File: config.mk
export PLATFORM = sky130hd
export DESIGN_NAME = pfd_queue
export DESIGN_NICKNAME = d
export VERILOG_FILES = /design/src/hw/rtl/pfd_pkg.sv /design/src/hw/rtl/pfd_queue.sv
export SDC_FILE = /design/constraint.sdc
export NUM_CORES = 1
export LEC_CHECK = 0
export ABC_AREA = 1
export BUFFER_PORTS_ARGS = -buffer_cell sky130_fd_sc_hd__buf_4
export CORE_UTILIZATION = 50
export CTS_CLUSTER_DIAMETER = 200
export DETAILED_ROUTE_END_ITERATION = 16
export PLACE_DENSITY = 0.88
export SKIP_CTS_REPAIR_TIMING = 1
export SLEW_MARGIN = 20
export SYNTH_ARGS = -nofsm -noshare
export SYNTH_HDL_FRONTEND = slang
export SYNTH_SLANG_ARGS = --single-unit
File: constraint.sdc
create_clock -name clk -period 1.4 [get_ports clk]
set_input_delay 0.07 -clock clk [delete_from_list [all_inputs] [get_ports clk]]
set_output_delay 0.07 -clock clk [all_outputs]
set_load 0.1 [all_outputs]
File: src/hw/rtl/pfd_pkg.sv
// Shared types and constants for the periodic flow detector.
`timescale 1ns / 1ps

package pfd_pkg;

  // Configuration port geometry
  localparam int ADDR_W = 4;
  localparam int DATA_W = 32;

  // Register indexes (paddr[3:2])
  localparam logic [1:0] REG_LOWER    = 2'd0;
  localparam logic [1:0] REG_UPPER    = 2'd1;
  localparam logic [1:0] REG_MIN_DUR  = 2'd2;
  localparam logic [1:0] REG_MAX_BAT  = 2'd3;

  // Field widths
  localparam int INTERVAL_W = 31;
  localparam int BATCH_W    = 16;
  // lower_interval / 5 fits in 29 bits
  localparam int LIMIT_W    = 29;

  // x / 5 == (x * 0xCCCCCCCD) >> 34 for any x below 2^32
  localparam logic [31:0] FIFTH_RECIP = 32'hCCCC_CCCD;
  localparam int          FIFTH_SHIFT = 34;

  localparam logic [INTERVAL_W-1:0] LOWER_RST   = 31'd1000000;
  localparam logic [INTERVAL_W-1:0] UPPER_RST   = 31'd2000000;
  localparam logic [INTERVAL_W-1:0] MIN_DUR_RST = 31'd30000000;
  localparam logic [BATCH_W-1:0]    MAX_BAT_RST = 16'd4;
  localparam logic [LIMIT_W-1:0]    LIMIT_RST   = 29'd200000;

  localparam logic [BATCH_W-1:0] BURST_MAX = 16'hFFFF;

  // Lookup outcome carried from front to back
  localparam logic [1:0] KIND_HIT  = 2'd0;
  localparam logic [1:0] KIND_NEW  = 2'd1;
  localparam logic [1:0] KIND_FULL = 2'd2;

  typedef struct packed {
    logic [63:0] flow_id;
    logic [63:0] timestamp;
  } pfd_in_t;

  typedef struct packed {
    logic        report_valid;
    logic [63:0] report_flow;
    logic [63:0] run_start_time;
    logic        table_full;
  } pfd_out_t;

  typedef struct packed {
    logic [INTERVAL_W-1:0] lower_interval;
    logic [INTERVAL_W-1:0] upper_interval;
    logic [INTERVAL_W-1:0] min_duration;
    logic [BATCH_W-1:0]    max_batch;
    logic [LIMIT_W-1:0]    burst_limit;
  } pfd_cfg_t;

  typedef struct packed {
    logic [63:0] flow_id;
    logic [63:0] timestamp;
    logic [1:0]  kind;
  } pfd_job_t;

  typedef struct packed {
    logic [63:0]        last_arrival;
    logic [63:0]        run_start;
    logic [BATCH_W-1:0] burst_count;
    logic               already_reported;
  } pfd_entry_t;

endpackage

File: src/hw/rtl/pfd_queue.sv
// Two-entry queue between lookup and update.
`timescale 1ns / 1ps

module pfd_queue #(
  parameter int WIDTH = 8
) (
  input  logic             clk,
  input  logic             rst,
  input  logic             wr_valid,
  output logic             wr_ready,
  input  logic [WIDTH-1:0] wr_data,
  output logic             rd_valid,
  input  logic             rd_ready,
  output logic [WIDTH-1:0] rd_data
);
  import pfd_pkg::*;

  logic [WIDTH-1:0] slots [2];
  logic             wr_ptr;
  logic             rd_ptr;
  logic [1:0]       count;
  logic             push;
  logic             pop;

  assign wr_ready = (count != 2'd2);
  assign rd_valid = (count != 2'd0);
  assign rd_data  = slots[rd_ptr];
  assign push     = wr_valid && wr_ready;
  assign pop      = rd_valid && rd_ready;

  always_ff @(posedge clk) begin
    if (push) slots[wr_ptr] <= wr_data;
  end

  always_ff @(posedge clk) begin
    if (rst) begin
      wr_ptr <= 1'b0;
      rd_ptr <= 1'b0;
      count  <= 2'd0;
    end else begin
      if (push) wr_ptr <= ~wr_ptr;
      if (pop)  rd_ptr <= ~rd_ptr;
      case ({push, pop})
        2'b10:   count <= count + 2'd1;
        2'b01:   count <= count - 2'd1;
        default: count <= count;
      endcase
    end
  end

endmodule

==> results_tabular.tex <==
\begin{tabular}{lr}
\hline
Metric & Value \\
\hline
\multicolumn{2}{l}{\textbf{Final layout}} \\
Antenna Cells & 0 \\
Net count, final & 114 \\
Sequential standard cell area & 589 µm² \\
Share of post-route cells with drive strength above 1 & 0.530 \\
Area growth from synthesis to layout & 47.2\% \\
Design area & 1300 µm² \\
Number of filler instances in the final layout & 91 \\
Total area of multi-input combinational cells & 294 µm² \\
Fin util & 0.824 \\
\multicolumn{2}{l}{\textbf{GRT}} \\
Initial antenna violation count & 0 \\
Gr ovfl total & 0 \\
Total routing usage reported by global routing & 0.195 \\
Maximum number of pins on one net before global-route repair & 13 \\
Via count of the first global-routing pass & 601 \\
Global-route wire length before repair & 2620 µm \\
\multicolumn{2}{l}{\textbf{CTS}} \\
Clock input transition at the sequential cells of the worst setup and hold paths & 0.12 ns \\
Clock Root Buffer & clkbuf\_4 \\
Insertion delay to the later sink of the worst-skew pair & 0.30 ns \\
Clock tree from TritonCTS & done \\
Maximum count of clock buffers along a single path & 2 \\
Level count of the clock H-tree & 1 \\
TritonCTS Sinks & 21 \\
CTS Buf Count & 3 \\
\multicolumn{2}{l}{\textbf{Synth}} \\
Distinct cells, synth & 18 \\
Register bit total from synthesis & 21 \\
Fraction of synthesized cell area taken by the top area cell type & 0.545 \\
Largest cells by area after synthesis & edfxtp\_1 (54\%), dfxtp\_1 (11\%), mux2\_4 (8.5\%) \\
Per-instance average area after synthesis & 14.0 µm² \\
Library cell occupying the most area in the post-synthesis netlist & edfxtp\_1 \\
Instance count of the mapped netlist & 63 \\
Count of synthesis-stage warnings from yosys & 0 \\
Netlist Area Pre-Place & 882 µm² \\
Register area share after synthesis & 0.658 \\
Syn\_nets & 76 \\
\multicolumn{2}{l}{\textbf{Power}} \\
Leakage Power & 0.538 nW \\
Power per standard cell area & 1820 nW/µm² \\
Max IR drop VDD & 0.00132 V \\
Final Power & 2.37 mW \\
\multicolumn{2}{l}{\textbf{Drt}} \\
Violation count after the first detailed-routing iteration & 14 \\
DR DRC count & 2 \\
Antenna viol nets, final & 0 \\
Via count & 596 \\
Routed Wire Length & 1800 µm \\
Count of TritonRoute iterations in the first routing pass & 10 \\
Post-DR wirelength/cell & 15.5 µm \\
Via-per-instance ratio & 5.14 \\
\multicolumn{2}{l}{\textbf{Die}} \\
Num rows & 14 \\
Core footprint & 1580 µm² \\
Top-Level Pins & 22 \\
Initial cell density of the core & 0.560 \\
DIE AREA & 1940 µm² \\
Die height & 44 µm \\
Die extent in x & 44 µm \\
\multicolumn{2}{l}{\textbf{Placed design}} \\
Total cell area at the placement stage & 1100 µm² \\
I/O Buffers & 21 \\
RePlAce Congestion & 0.678 \\
Post-detailed-placement half-perimeter wirelength & 1240 µm \\
\multicolumn{2}{l}{\textbf{STA}} \\
Final count of pins violating max slew & 0 \\
Count of endpoints failing setup in the final report & 0 \\
Final min period & 1.39 ns \\
Count of final hold-check violations & 0 \\
Max Fclk & 721 MHz \\
Largest clock skew in the final design & 0.0114 ns \\
Least-Margin Pin Slew & 0.278 ns \\
Tcrit/Tclk final & 0.990 \\
Setup repair after global routing missed its margin & true \\
Worst rel slew slack & 0.816 \\
\multicolumn{2}{l}{\textbf{Flow run}} \\
Max capacitance violation total & 0 \\
\multicolumn{2}{l}{\textbf{Critical path}} \\
Biggest fanout along the worst timing path & 8 \\
Critical path class & reg -> out \\
Startpoint kind of the worst setup timing path & flip-flop \\
Req. time, crit path & 1.33 ns \\
Critical path endpoint category & output port \\
Worst endpoint data arrival time & 1.32 ns \\
Number of cells on the worst reg-to-reg path & 9 \\
\multicolumn{2}{l}{\textbf{Run status}} \\
Status & finished, violations left \\
Failing checks & DRC \\
\multicolumn{2}{l}{\textbf{Worst hold path}} \\
Type of the worst min-delay path & in -> reg \\
Cell depth of the worst hold path & 4 \\
\hline
\end{tabular}
==> path summary, 6_finish.rpt <==
| check | startpoint | end | slack (ns) |
|---|---|---|---|
| worst max register to register | count[1] | count[1] | 0.07 |
| worst min-delay path | rst | wr_ptr | 0.07 |
| worst min register to register | rd_ptr | flip-flop | 0.53 |
| worst max-delay path | flip-flop | rd_data[7] | 0.01 |
==> through the flow <==
step | instances | hold slack [ns] | setup slack (ns) | TNS, ns
6_report | 116 | 0.0668 | 0.0136 | 0
5_1_grt | 116 | 0.0847 | -0.0248 | -0.0630
4_1_cts | 107 | -0.0511 | -0.0786 | -0.363
3_5_place_dp | 103 | 0.258 | -0.0630 | -0.0630
3_3_place_gp | 103 | 0.256 | 0.0612 | 0
2_1_floorplan | 63 | 0.169 | -0.0564 | -0.938
==> placed cells by master, fill, tap and decap left out <==
cell type and n:
edfxtp_1 16, mux2_4 6, o21ai_2 2, inv_2 2, dfxtp_4 2, clkbuf_4 3
nand4_1 1, nor2_1 9, clkinv_2 1, dlygate4sd3_1 8, dfxtp_2 1, inv_8 1
nand2_1 4, a21oi_1 2, nand2_4 2, mux2_2 2, buf_8 2, o21ai_0 1
ha_4 1, buf_6 6, nor2_2 1, nand2_8 2, clkinv_4 1, inv_1 4
dfxtp_1 2, buf_12 1, buf_4 17
==> sequential cells by signal, indices dropped and copies added, names as in the netlist, named ones only <==
signal / count
slots: 16
rd_ptr: 1
wr_ptr: 1
count: 2
==> cells by family after synthesis <==
kind of cell             count (synthesis)  synth area share
buffers and inverters                    9            0.0525
flip-flops                              21             0.658
AO/OA/AOI/OAI                            5            0.0369
multiplexers                             8             0.123
adder cells (fa/ha/maj)                  1            0.0142
AND/OR/NAND/NOR                         19             0.115
==> layout make-up <==
class                           count  share of cell area
Inverter                            8              0.0328
Multi-Input combinational cell     33               0.226
Clock buffer                        3              0.0173
Sequential cell                    21               0.454
Tap cell                           16              0.0154
Timing Repair Buffer               34               0.250
Clock inverter                      1             0.00385
==> synth_stat cells <==
library cell / instances
nor2_2: 1
buf_6: 1
dfxtp_1: 5
o21ai_2: 2
clkinv_4: 1
o21ai_0: 1
nand2_1: 4
a21oi_1: 2
mux2_4: 5
nand2_4: 3
ha_1: 1
inv_1: 5
mux2_2: 3
edfxtp_1: 16
nor2_1: 9
nand2_2: 1
inv_2: 2
nand4_1: 1
==> routing by layer <==
layer  global-route usage  wire (µm)
met5                    0          0
met4               0.0909         29
met3               0.0417         80
met1                0.205        634
met2                0.365       1060
==> power breakdown <==
part,leakage (nW),switching [mW],internal (mW)
Clock,0.0177,0.174,0.106
Combinational,0.327,0.847,0.411
Sequential,0.193,0.0551,0.775
Total,0.538,1.08,1.29
==> critical path, cell delays in order (launching register included) <==
cell	delay, ns
dfxtp_2	0.35
buf_8	0.14
mux2_2	0.35
buf_6	0.19
Power figures use the tool's default switching activity.
