**config.mk**
```make
export PLATFORM = sky130hd
export DESIGN_NAME = pfd_cfg
export DESIGN_NICKNAME = d
export VERILOG_FILES = /design/src/hw/rtl/pfd_pkg.sv /design/src/hw/rtl/pfd_cfg.sv
export SDC_FILE = /design/constraint.sdc
export NUM_CORES = 1
export LEC_CHECK = 0
export ABC_AREA = 1
export BUFFER_PORTS_ARGS = -buffer_cell sky130_fd_sc_hd__buf_2
export CAP_MARGIN = 10
export CORE_MARGIN = 2
export CORE_UTILIZATION = 25
export CTS_CLUSTER_DIAMETER = 80
export DETAILED_ROUTE_END_ITERATION = 8
export PLACE_DENSITY_LB_ADDON = 0.1
export SLEW_MARGIN = 20
export SYNTH_ARGS = -nofsm -noshare
export SYNTH_HDL_FRONTEND = slang
export SYNTH_SLANG_ARGS = --single-unit
```
**constraint.sdc**
```tcl
create_clock -name clk -period 5.3 [get_ports clk]
set_input_delay 0 -clock clk [delete_from_list [all_inputs] [get_ports clk]]
set_output_delay 0 -clock clk [all_outputs]
set_load 0.05 [all_outputs]
```
**src/hw/rtl/pfd_pkg.sv**
```systemverilog
// Shared types and constants for the periodic flow detector.
`timescale 1ns / 1ps

package pfd_pkg;

  // Configuration port geometry
  localparam int ADDR_W = 4;
  localparam int DATA_W = 32;

  // Register indexes (paddr[3:2])
  localparam logic [1:0] REG_LOWER    = 2'd0;
  localparam logic [1:0] REG_UPPER    = 2'd1;
  localparam logic [1:0] REG_MIN_DUR  = 2'd2;
  localparam logic [1:0] REG_MAX_BAT  = 2'd3;

  // Field widths
  localparam int INTERVAL_W = 31;
  localparam int BATCH_W    = 16;
  // lower_interval / 5 fits in 29 bits
  localparam int LIMIT_W    = 29;

  // x / 5 == (x * 0xCCCCCCCD) >> 34 for any x below 2^32
  localparam logic [31:0] FIFTH_RECIP = 32'hCCCC_CCCD;
  localparam int          FIFTH_SHIFT = 34;

  localparam logic [INTERVAL_W-1:0] LOWER_RST   = 31'd1000000;
  localparam logic [INTERVAL_W-1:0] UPPER_RST   = 31'd2000000;
  localparam logic [INTERVAL_W-1:0] MIN_DUR_RST = 31'd30000000;
  localparam logic [BATCH_W-1:0]    MAX_BAT_RST = 16'd4;
  localparam logic [LIMIT_W-1:0]    LIMIT_RST   = 29'd200000;

  localparam logic [BATCH_W-1:0] BURST_MAX = 16'hFFFF;

  // Lookup outcome carried from front to back
  localparam logic [1:0] KIND_HIT  = 2'd0;
  localparam logic [1:0] KIND_NEW  = 2'd1;
  localparam logic [1:0] KIND_FULL = 2'd2;

  typedef struct packed {
    logic [63:0] flow_id;
    logic [63:0] timestamp;
  } pfd_in_t;

  typedef struct packed {
    logic        report_valid;
    logic [63:0] report_flow;
    logic [63:0] run_start_time;
    logic        table_full;
  } pfd_out_t;

  typedef struct packed {
    logic [INTERVAL_W-1:0] lower_interval;
    logic [INTERVAL_W-1:0] upper_interval;
    logic [INTERVAL_W-1:0] min_duration;
    logic [BATCH_W-1:0]    max_batch;
    logic [LIMIT_W-1:0]    burst_limit;
  } pfd_cfg_t;

  typedef struct packed {
    logic [63:0] flow_id;
    logic [63:0] timestamp;
    logic [1:0]  kind;
  } pfd_job_t;

  typedef struct packed {
    logic [63:0]        last_arrival;
    logic [63:0]        run_start;
    logic [BATCH_W-1:0] burst_count;
    logic               already_reported;
  } pfd_entry_t;

endpackage

```
**src/hw/rtl/pfd_cfg.sv**
```systemverilog
// APB configuration registers, with the burst limit precomputed on write.
`timescale 1ns / 1ps

module pfd_cfg (
  input  logic                      clk,
  input  logic                      rst,
  input  logic                      psel,
  input  logic                      penable,
  input  logic                      pwrite,
  input  logic [pfd_pkg::ADDR_W-1:0] paddr,
  input  logic [pfd_pkg::DATA_W-1:0] pwdata,
  output logic [pfd_pkg::DATA_W-1:0] prdata,
  output logic                      pready,
  output pfd_pkg::pfd_cfg_t         cfg
);
  import pfd_pkg::*;

  logic        wr_en;
  logic [1:0]  reg_sel;
  logic [62:0] fifth_prod;

  assign pready  = 1'b1;
  assign wr_en   = psel & penable & pwrite;
  assign reg_sel = paddr[3:2];

  // Reciprocal multiply gives lower_interval / 5 exactly
  assign fifth_prod = 63'(pwdata[INTERVAL_W-1:0]) * 63'(FIFTH_RECIP);

  always_ff @(posedge clk) begin
    if (rst) begin
      cfg.lower_interval <= LOWER_RST;
      cfg.upper_interval <= UPPER_RST;
      cfg.min_duration   <= MIN_DUR_RST;
      cfg.max_batch      <= MAX_BAT_RST;
      cfg.burst_limit    <= LIMIT_RST;
    end else if (wr_en) begin
      case (reg_sel)
        REG_LOWER: begin
          cfg.lower_interval <= pwdata[INTERVAL_W-1:0];
          cfg.burst_limit    <= fifth_prod[FIFTH_SHIFT+LIMIT_W-1:FIFTH_SHIFT];
        end
        REG_UPPER:   cfg.upper_interval <= pwdata[INTERVAL_W-1:0];
        REG_MIN_DUR: cfg.min_duration   <= pwdata[INTERVAL_W-1:0];
        REG_MAX_BAT: cfg.max_batch      <= pwdata[BATCH_W-1:0];
        default: ;
      endcase
    end
  end

  // Read back
  always_comb begin
    case (reg_sel)
      REG_LOWER:   prdata = DATA_W'(cfg.lower_interval);
      REG_UPPER:   prdata = DATA_W'(cfg.upper_interval);
      REG_MIN_DUR: prdata = DATA_W'(cfg.min_duration);
      REG_MAX_BAT: prdata = DATA_W'(cfg.max_batch);
      default:     prdata = '0;
    endcase
  end

endmodule

```
==> results.toml, run 1 <==
[status]
outcome = "finished with violations"
violations = "negative setup slack"

[global_routing]
grt_pass1_wl_um = 114000
gr-usage-all-layers_pct = 19.4
grt_pass1_vias = 18872
antenna_found_initial = 2
overflow = 0
grt_max_degree = 66

[min_path]
holdPathStages = 4
min-delay-path-class = "in2reg"

[place]
io_buffers = 206
gp_congestion = 0.891
hpwlAfterDp_um = 63600
place_area_um2 = 23700

[synth]
synth_xor_area_share_pct = 1.01
yosys.area_share.simple_pct = 21.2
seq_area_frac_synth_pct = 14.4
synth_compound_area_share_pct = 7.94
syn-num-nets = 3113
syn_area_per_cell_um2 = 7.53
yosysWarningCount = 0
synthCells = 2539
synthMuxAreaShare_pct = 0
synth_seq_cells = 138
synth_top_family_by_area = "adder cells"
syn-cell-area_um2 = 19100
synthAdderAreaFrac_pct = 43.8
synth_cell_types = 38

[timing]
finalHoldViolCount = 0
skew_ns = 0
setup_viol = 28
timing.final.crit_share_pct = 103
finalWorstSetupSlack_ns = -0.166
rsz0062_at_grt = "true"
min_period_ns = 5.47
maxSlewViolCount = 0
timing.slew.headroom_pct = 31.3
tightest_slew_ns = 1.02
max_freq_ghz = 0.183

[cells_and_area]
final_net_count = 3654
largest_reg_flops = 138
regArea_um2 = 2760
final_area_um2 = 26500
final_layout_size_suffix_gt1_share_pct = 30.6
synthToLayoutAreaGrowth_pct = 38.3
multi_input_area_um2 = 15800
max_flop_register = "cfg"
fill_cells = 8111
top_regs = "cfg (138)"

[clock_tree]
tritoncts = "done"
cts.sink_count = 138
root_buffer = "clkbuf_16"
clk_latency_ns = 0.46
cts.path.max_buffers = 2
htree_levels = 4
numCtsBuffers = 17
clk_transition_reported_paths_ns = 0.10

[setup_path]
crit_family = "adder cells"
cp_num_cells = 27
required_ns = 5.75
cp_slowest_cell = "fa_2"
arrival_ns = 5.91
start_kind = "input pin"
cp_max_fo = 4
critPathBufInv = 9
crit_path_end_kind = "register"
crit_top_cell = "fa_1"
criticalPathCategory = "in2reg"
worst-r2r-cell-count = 2
critical_path.max_stage_delay_ns = 0.58

[die]
std_cell_rows = 101
core-area_um2 = 75800
pin_count = 212
initial_utilization_pct = 25.2
fp.dieArea_um2 = 78700
die_w_um = 281
die_h_um = 281

[flow_run]
maxCapViolCount = 0

[drt]
firstDrtPassIters = 5
wl_um = 74200
dr.first_iter.drc_count = 938
viasPerCell = 4.39
vias = 17881
wl_per_cell_um = 18.2
drc = 0
ant_nets = 0
[final cells by class]
| type | instances | area share [%] |
|---|---|---|
| Timing Repair Buffer | 575 | 15.3 |
| Clock inverter | 15 | 0.681 |
| Antenna cell | 2 | 0.0189 |
| Clock buffer | 17 | 1.61 |
| Inverter | 531 | 7.68 |
| Tap cell | 978 | 4.63 |
| Sequential cell | 138 | 10.4 |
| Multi-Input combinational cell | 1817 | 59.7 |
[cells in the final DEF, fill, tap and decap left out, types with 5 or more instances in the layout]
cell,Yosys,layout
nand4_1,27,27
buf_12,0,6
o21ai_0,127,111
o21bai_1,11,8
xor2_1,11,10
o21ai_2,0,7
xnor2_1,11,10
a21o_1,9,9
a21oi_2,5,25
nand2_2,10,58
dlygate4sd3_1,0,29
a21oi_1,113,77
a21oi_4,0,16
nor2_4,3,30
buf_2,5,199
fa_2,0,21
nor2_2,18,35
ha_2,0,9
nand3_2,0,22
nand2_4,1,19
dfxtp_1,138,138
nor2_1,270,226
inv_1,523,465
o211ai_1,7,7
ha_1,305,265
nand2_8,0,5
ha_4,0,31
nand2_1,531,460
inv_2,7,50
buf_4,2,319
clkinv_8,0,5
inv_8,0,7
fa_1,228,207
inv_4,0,12
buf_6,0,21
nand3_1,103,78
clkbuf_16,0,17
o21ai_1,6,10
o21ai_4,0,5
[cells by family after synthesis]
group / after synthesis
flops: 138
xor+xnor: 22
compound gates: 283
fa+ha+maj: 533
simple gates: 977
buf+inv: 584
other cells: 2
[worst register-to-register path, stage by stage (launching register included)]
cell,delay [ns]
dfxtp_1,0.34
o21ai_0,0.21
a21oi_1,0.07
[path summary, 6_finish.rpt]
check	start	to	slack [ns]
hold reg to reg	cfg[11]	cfg[11]	0.47
setup reg to reg	cfg[132]	cfg[132]	4.55
setup / recovery	pwdata[17]	cfg[3]	-0.17
hold / removal	pwdata[8]	cfg[53]	0.01
[metrics by stage]
stage / setup WS [ns] / utilization [%] / TNS [ns] / cells / hold slack, ns
3_5_place_dp: -1.03 / 31.2 / -23.54 / 3973 / 0.403
3_3_place_gp: -1.10 / 31.2 / -23.69 / 3973 / 0.390
2_1_floorplan: -0.00194 / - / -0.00316 / 2539 / 0.113
6_report: -0.166 / 34.9 / -2.17 / 4073 / 0.0124
5_1_grt: -0.369 / 34.9 / -8.46 / 4071 / 0.0225
4_1_cts: -0.0928 / 33.7 / -1.16 / 4048 / 0.00205
[cells in the mapped netlist]
cell / number / area [um2]
nor2_1: 270 / 1010
nand4_1: 27 / 169
nor2_2: 18 / 113
nand2_2: 10 / 62.6
nand2_1: 531 / 1990
fa_1: 228 / 4560
clkinv_1: 1 / 3.75
ha_1: 305 / 3820
nand2_4: 1 / 11.3
a21boi_0: 2 / 15.0
buf_2: 5 / 25.0
a21o_1: 9 / 67.6
a31oi_1: 1 / 6.26
xor2_1: 11 / 96.3
nor2_4: 3 / 33.8
or2_2: 2 / 12.5
o21bai_1: 11 / 82.6
o21ai_0: 127 / 636
conb_1: 2 / 7.51
buf_4: 2 / 15.0
o211ai_1: 7 / 52.6
nor3_4: 1 / 16.3
nor3_2: 6 / 60.1
nand3_1: 103 / 515
a21oi_1: 113 / 566
o21bai_2: 1 / 11.3
buf_1: 1 / 3.75
o21a_1: 1 / 7.51
nor3_1: 2 / 10.0
a21oi_2: 5 / 43.8
inv_1: 523 / 1960
dfxtp_1: 138 / 2760
inv_2: 7 / 26.3
clkbuf_1: 45 / 169
xnor2_1: 11 / 96.3
nor4_4: 1 / 21.3
o21ai_1: 6 / 30.0
nor4_2: 2 / 25.0
[routing by layer]
metal / up-vias / part of all wire (%) / GRT usage (%)
met5: - / 0 / 0
met4: 0 / 2.4 / 5.32
met3: 71 / 3.0 / 1.93
met2: 327 / 48 / 33.1
met1: 8542 / 47 / 26.0
li1: 8941 / - / -
[what timing repair did]
action,4_1_cts,5_1_grt
gates resized for setup,229,186
endpoints found under the setup margin,29,29
hold buffers,27,2
hold endpoints to repair,73,3
pin swaps,97,135
buffers inserted,17,21
Power of run 1 is not shown: default switching activity piles up to over one toggle a cycle in this logic, so the estimate is an artifact.
==> inputs of run 2 (changes only) <==
- ABC_AREA: 1 -> default
- CORE_MARGIN: 2 -> 8
- clock period: 5.3 -> 5.4 ns (I/O delays scaled with it)
==> results.toml, run 2 <==
[status]
outcome = "finished with violations"
violations = "negative setup slack"

[timing]
setup_viol = 29
min_period_ns = 6.26
timing.final.crit_share_pct = 116
finalWorstSetupSlack_ns = -0.857
max_freq_ghz = 0.160
timing.slew.headroom_pct = 32.7
maxSlewViolCount = 0
tightest_slew_ns = 1.01
rsz0062_at_grt = "true"
worst_hold_slack_ns = 0.00567
finalHoldViolCount = 0
skew_ns = 0

[drt]
vias = 14695
drc = 0
firstDrtPassIters = 5
wl_per_cell_um = 18.2
dr.first_iter.drc_count = 699
wl_um = 61600
ant_nets = 0
viasPerCell = 4.34

[die]
core-area_um2 = 69700
die_w_um = 280
pin_count = 212
die_h_um = 280
fp.dieArea_um2 = 78600
std_cell_rows = 97
initial_utilization_pct = 25.1

[clock_tree]
clk_transition_reported_paths_ns = 0.08
htree_levels = 4
tritoncts = "done"
clk_latency_ns = 0.46
cts.sink_count = 138
root_buffer = "clkbuf_16"
numCtsBuffers = 17
cts.path.max_buffers = 2

[synth]
syn-num-nets = 2475
synth_top_area_cell = "fa_1"
seq_area_frac_synth_pct = 15.8
synth_most_common_cell = "inv_1"
synth-async-reset-ratio_pct = 0
netlist.area_leader.share_pct = 26.1
synthTopCellsByArea = "fa_1, ha_1, dfxtp_1, inv_1, nand2_1"
synthCells = 1901
yosys-top-cells-count = "inv_1, ha_1, nand2_1"
synth_seq_cells = 138
synth_cell_types = 60
synth-edff-count = 0
yosysWarningCount = 0
syn_area_per_cell_um2 = 9.19
syn-cell-area_um2 = 17500
ys_dominant_reg_cell = "dfxtp_1"

[flow_run]
maxCapViolCount = 0

[min_path]
min_from = "rst"
min_to = "cfg[99]"
holdPathStages = 2
min-delay-path-class = "in2reg"

[place]
hpwlAfterDp_um = 52200
pre_cts_ws_ns = -1.76
io_buffers = 206
gp_congestion = 0.836

[cells_and_area]
layout.cells.most_common = "buf_4"
mostFrequentLayoutCells = "buf_4, inv_1, nand2_1"
final_layout_size_suffix_gt1_share_pct = 30.2
final_net_count = 3005
largest_reg_flops = 138
synthToLayoutAreaGrowth_pct = 35.6
top_regs = "cfg (138)"
max_flop_register = "cfg"

[setup_path]
rrSetupSlack_ns = 4.55
crit_path_end_kind = "register"
worst-r2r-cell-count = 2
cp_max_fo = 4
required_ns = 5.75
reg2reg_from = "cfg[16]"
criticalPathCategory = "in2reg"
arrival_ns = 6.61
r2r_end = "cfg[16]"
start_kind = "input pin"

[global_routing]
grt_pass1_vias = 15927
grt_max_degree = 98
grt_pass1_wl_um = 96600
gr-usage-all-layers_pct = 15.9
overflow = 0
antenna_found_initial = 3
[run 2: cell types whose count changed after synthesis, moves of 18 or more]
| cell | delta |
|---|---|
| inv_1 | -198 |
| nor2_2 | -18 |
| xnor2_1 | +18 |
| nand2_1 | -227 |
| nor2_1 | -235 |
| o21ai_0 | -85 |
| a21oi_1 | +52 |
| nand3_1 | -89 |
| nand3b_1 | +22 |
| clkbuf_1 | +18 |
| a21o_1 | +36 |
[run 2: worst max path at each step]
stage / startpoint / to / slack [ns] / cells after the start
3_5_place_dp: pwdata[5] / cfg[21] / -1.76 / 30
4_1_cts: pwdata[5] / cfg[24] / -0.91 / 26
5_1_grt: pwdata[5] / cfg[27] / -1.07 / 26
2_1_floorplan: pwdata[5] / cfg[25] / -0.86 / 25
6_report: pwdata[8] / cfg[27] / -0.86 / 26
3_3_place_gp: pwdata[5] / cfg[21] / -1.68 / 30
[run 2: repair_timing]
item | CTS | global route
hold buffers | 27 | 0
gates cloned | 0 | 0
hold endpoints to repair | 83 | 0
setup endpoints to repair | 29 | 29
gates resized for setup | 103 | 34
pin swaps | 86 | 50
setup buffers | 15 | 10
[run 2: cell families (layout without fill, tap and decap cells)]
kind of cell             count (synthesis)  after routing  synth area share, %
multiplexers                            32             32                 2.98
buffers and inverters                  393            936                 8.49
other                                    2              5               0.0430
adder cells (fa/ha/maj)                533            533                 48.0
AND/OR/NAND/NOR                        430            430                 10.8
XOR/XNOR                                49             49                 2.46
AO/OA/AOI/OAI                          324            324                 11.5
flip-flops                             138            138                 15.8
[run 2: metrics by stage]
| stage | TNS, ns | std cells | utilization [%] | cell area (um2) |
|---|---|---|---|---|
| 2_1_floorplan | -15.24 | 1901 | - | 17700 |
| 3_3_place_gp | -41.04 | 3305 | 31.7 | 22100 |
| 3_5_place_dp | -42.47 | 3305 | 31.7 | 22100 |
| 4_1_cts | -20.56 | 3376 | 33.7 | 23500 |
| 5_1_grt | -25.59 | 3387 | 34.0 | 23700 |
| 6_report | -19.16 | 3387 | 34.0 | 23700 |
[run 2: worst max-delay path, cell delays in order]
cell     delay (ns)
buf_8          0.11
buf_6          0.11
ha_4           0.28
fa_2           0.48
fa_1           0.55
buf_6          0.15
buf_6          0.10
fa_2           0.38
fa_1           0.52
fa_2           0.45
fa_1           0.49
inv_1          0.07
fa_1           0.51
inv_1          0.06
ha_4           0.27
nand2_2        0.08
o21a_1         0.22
buf_4          0.13
o21a_1         0.13
o41ai_4        0.48
buf_4          0.20
a31o_4         0.19
a21o_1         0.19
a21oi_4        0.08
buf_6          0.11
a211o_1        0.24
[run 2: routing by layer]
metal,vias up,wire (um),track usage (%)
met4,0,622,2.66
met5,-,0,0
met3,25,2540,2.78
li1,7269,-,-
met1,7172,28400,21.3
met2,229,30000,27.1
[run 2: area by class of cell]
type                            instances  area (um2)
Fill cell                            7407       46000
Multi-Input combinational cell       1370       13900
Timing Repair Buffer                  579        4020
Sequential cell                       138        2760
Inverter                              325        1230
Tap cell                              940        1180
Clock buffer                           17         425
Clock inverter                         15         176
Antenna cell                            3        7.51
Power of run 2 is left out for the same reason.
==> inputs of run 3 (changes only) <==
- BUFFER_PORTS_ARGS: -buffer_cell sky130_fd_sc_hd__buf_2 -> -buffer_cell sky130_fd_sc_hd__buf_4
==> results.toml, run 3 (synthesis results as in run 2) <==
[status]
outcome = "finished with violations"
violations = "negative setup slack"

[drt]
wl_um = 62100
wl_per_cell_um = 18.3
viasPerCell = 4.38
dr.first_iter.drc_count = 531
firstDrtPassIters = 4
drc = 0
ant_nets = 0
vias = 14839

[setup_path]
crit_path_end_kind = "register"
rrSetupSlack_ns = 4.54
cp_max_fo = 4
criticalPathCategory = "in2reg"
r2r_end = "cfg[16]"
start_kind = "input pin"
arrival_ns = 6.58
worst-r2r-cell-count = 2
worstSetupStartpoint = "pwdata[5]"
reg2reg_from = "cfg[16]"
required_ns = 5.74

[global_routing]
grt_pass1_wl_um = 96100
grt_pass1_vias = 16003
use_met3_pct = 2.54
overflow = 0
top_usage_layer = "met2"
antenna_found_initial = 3
grt_max_degree = 98
gr-usage-all-layers_pct = 15.8
use_met2_pct = 27.2
grt_use_met1_pct = 21.1

[timing]
maxSlewViolCount = 0
tightest_slew_ns = 1.04
setup_viol = 29
skew_ns = 0
rsz0062_at_grt = "true"
worst_hold_slack_ns = 0.0155
timing.slew.headroom_pct = 30.8
max_freq_ghz = 0.160
min_period_ns = 6.24
timing.final.crit_share_pct = 116
finalHoldViolCount = 0
finalWorstSetupSlack_ns = -0.842

[clock_tree]
root_buffer = "clkbuf_16"
cts.path.max_buffers = 2
clk_latency_ns = 0.46
cts.sink_count = 138
htree_levels = 4
tritoncts = "done"
numCtsBuffers = 17
clk_transition_reported_paths_ns = 0.08

[cells_and_area]
final_layout_size_suffix_gt1_share_pct = 31.1
largest_reg_flops = 138
top_regs = "cfg (138)"
final_net_count = 3004
synthToLayoutAreaGrowth_pct = 39.1
fin_cells = 3386
max_flop_register = "cfg"
layout.cells.most_common = "buf_4"
mostFrequentLayoutCells = "buf_4, nand2_1, inv_1"

[die]
fp.dieArea_um2 = 78600
pin_count = 212
initial_utilization_pct = 25.1
die_w_um = 280
std_cell_rows = 97
core-area_um2 = 69700
die_h_um = 280

[min_path]
min-delay-path-class = "in2reg"
min_to = "cfg[123]"
holdPathStages = 4
min_from = "pwdata[16]"

[place]
io_buffers = 206
dpl.cell_count = 3296
gp_congestion = 0.846
hpwlAfterDp_um = 52300

[flow_run]
maxCapViolCount = 0
==> run 3: cell count changes in the layout (fill, tap and decap cells not counted), moves of 3 or more <==
cell / change
inv_1: -9
buf_2: -199
xnor2_2: +4
xnor2_1: -4
ha_4: +3
inv_2: +8
buf_4: +194
==> run 3: metal layers <==
metal	vias to the layer above	part of all wire, %
met5	-	0
met4	0	1.3
met3	35	3.1
met2	178	49
met1	7357	46
li1	7269	-
==> run 3: layout make-up <==
class,count,area (um2)
diodes,3,7.51
well taps,940,1180
multi-input cells,1370,14000
clock buffers,17,425
repair buffers,578,4530
inverters,325,1240
flip-flops and latches,138,2760
clock inverters,15,151
fillers,7332,45400
==> run 3: worst max-delay path by stage <==
stage,endpoint,slack (ns),cells after the start
global placement,cfg[21],-1.62,28
CTS,cfg[24],-0.93,26
finish,cfg[16],-0.84,27
floorplan,cfg[25],-0.86,25
detailed placement,cfg[25],-1.68,27
global route,cfg[21],-1.02,29
==> run 3: what timing repair did <==
action                                  CTS  global route
cloned                                    0             0
pin swaps                               115            74
gates resized for setup                 118            46
buffers inserted                         20            13
endpoints found under the setup margin   29            29
hold buffers                             29             0
endpoints found under the hold margin    90             0
==> run 3: critical path, cell delays in order <==
cell and delay, ns:
buf_12 0.10, inv_12 0.03, ha_4 0.25, inv_4 0.03
fa_2 0.59, fa_2 0.49, fa_2 0.60, inv_4 0.06
buf_6 0.11, fa_1 0.49, inv_2 0.04, fa_1 0.47
inv_1 0.05, fa_1 0.45, fa_1 0.51, inv_2 0.05
ha_4 0.23, and3_4 0.19, buf_6 0.11, buf_6 0.11
a221o_1 0.32, a21o_1 0.19, a21oi_4 0.19, o21ai_4 0.10
and3_4 0.19, or3_1 0.31, a311o_1 0.31
==> run 3: through the flow <==
| stage | setup TNS [ns] | utilization, % | cell area (um2) | worst slack (ns) |
|---|---|---|---|---|
| after global routing | -24.23 | 34.9 | 24300 | -1.02 |
| final | -19.46 | 34.9 | 24300 | -0.842 |
| after CTS | -20.99 | 34.5 | 24100 | -0.929 |
| after global placement | -38.99 | 32.4 | 22500 | -1.62 |
| after detailed placement | -39.88 | 32.4 | 22500 | -1.68 |
| after floorplan | -15.24 | - | 17700 | -0.856 |
Power of run 3 is left out for the same reason.
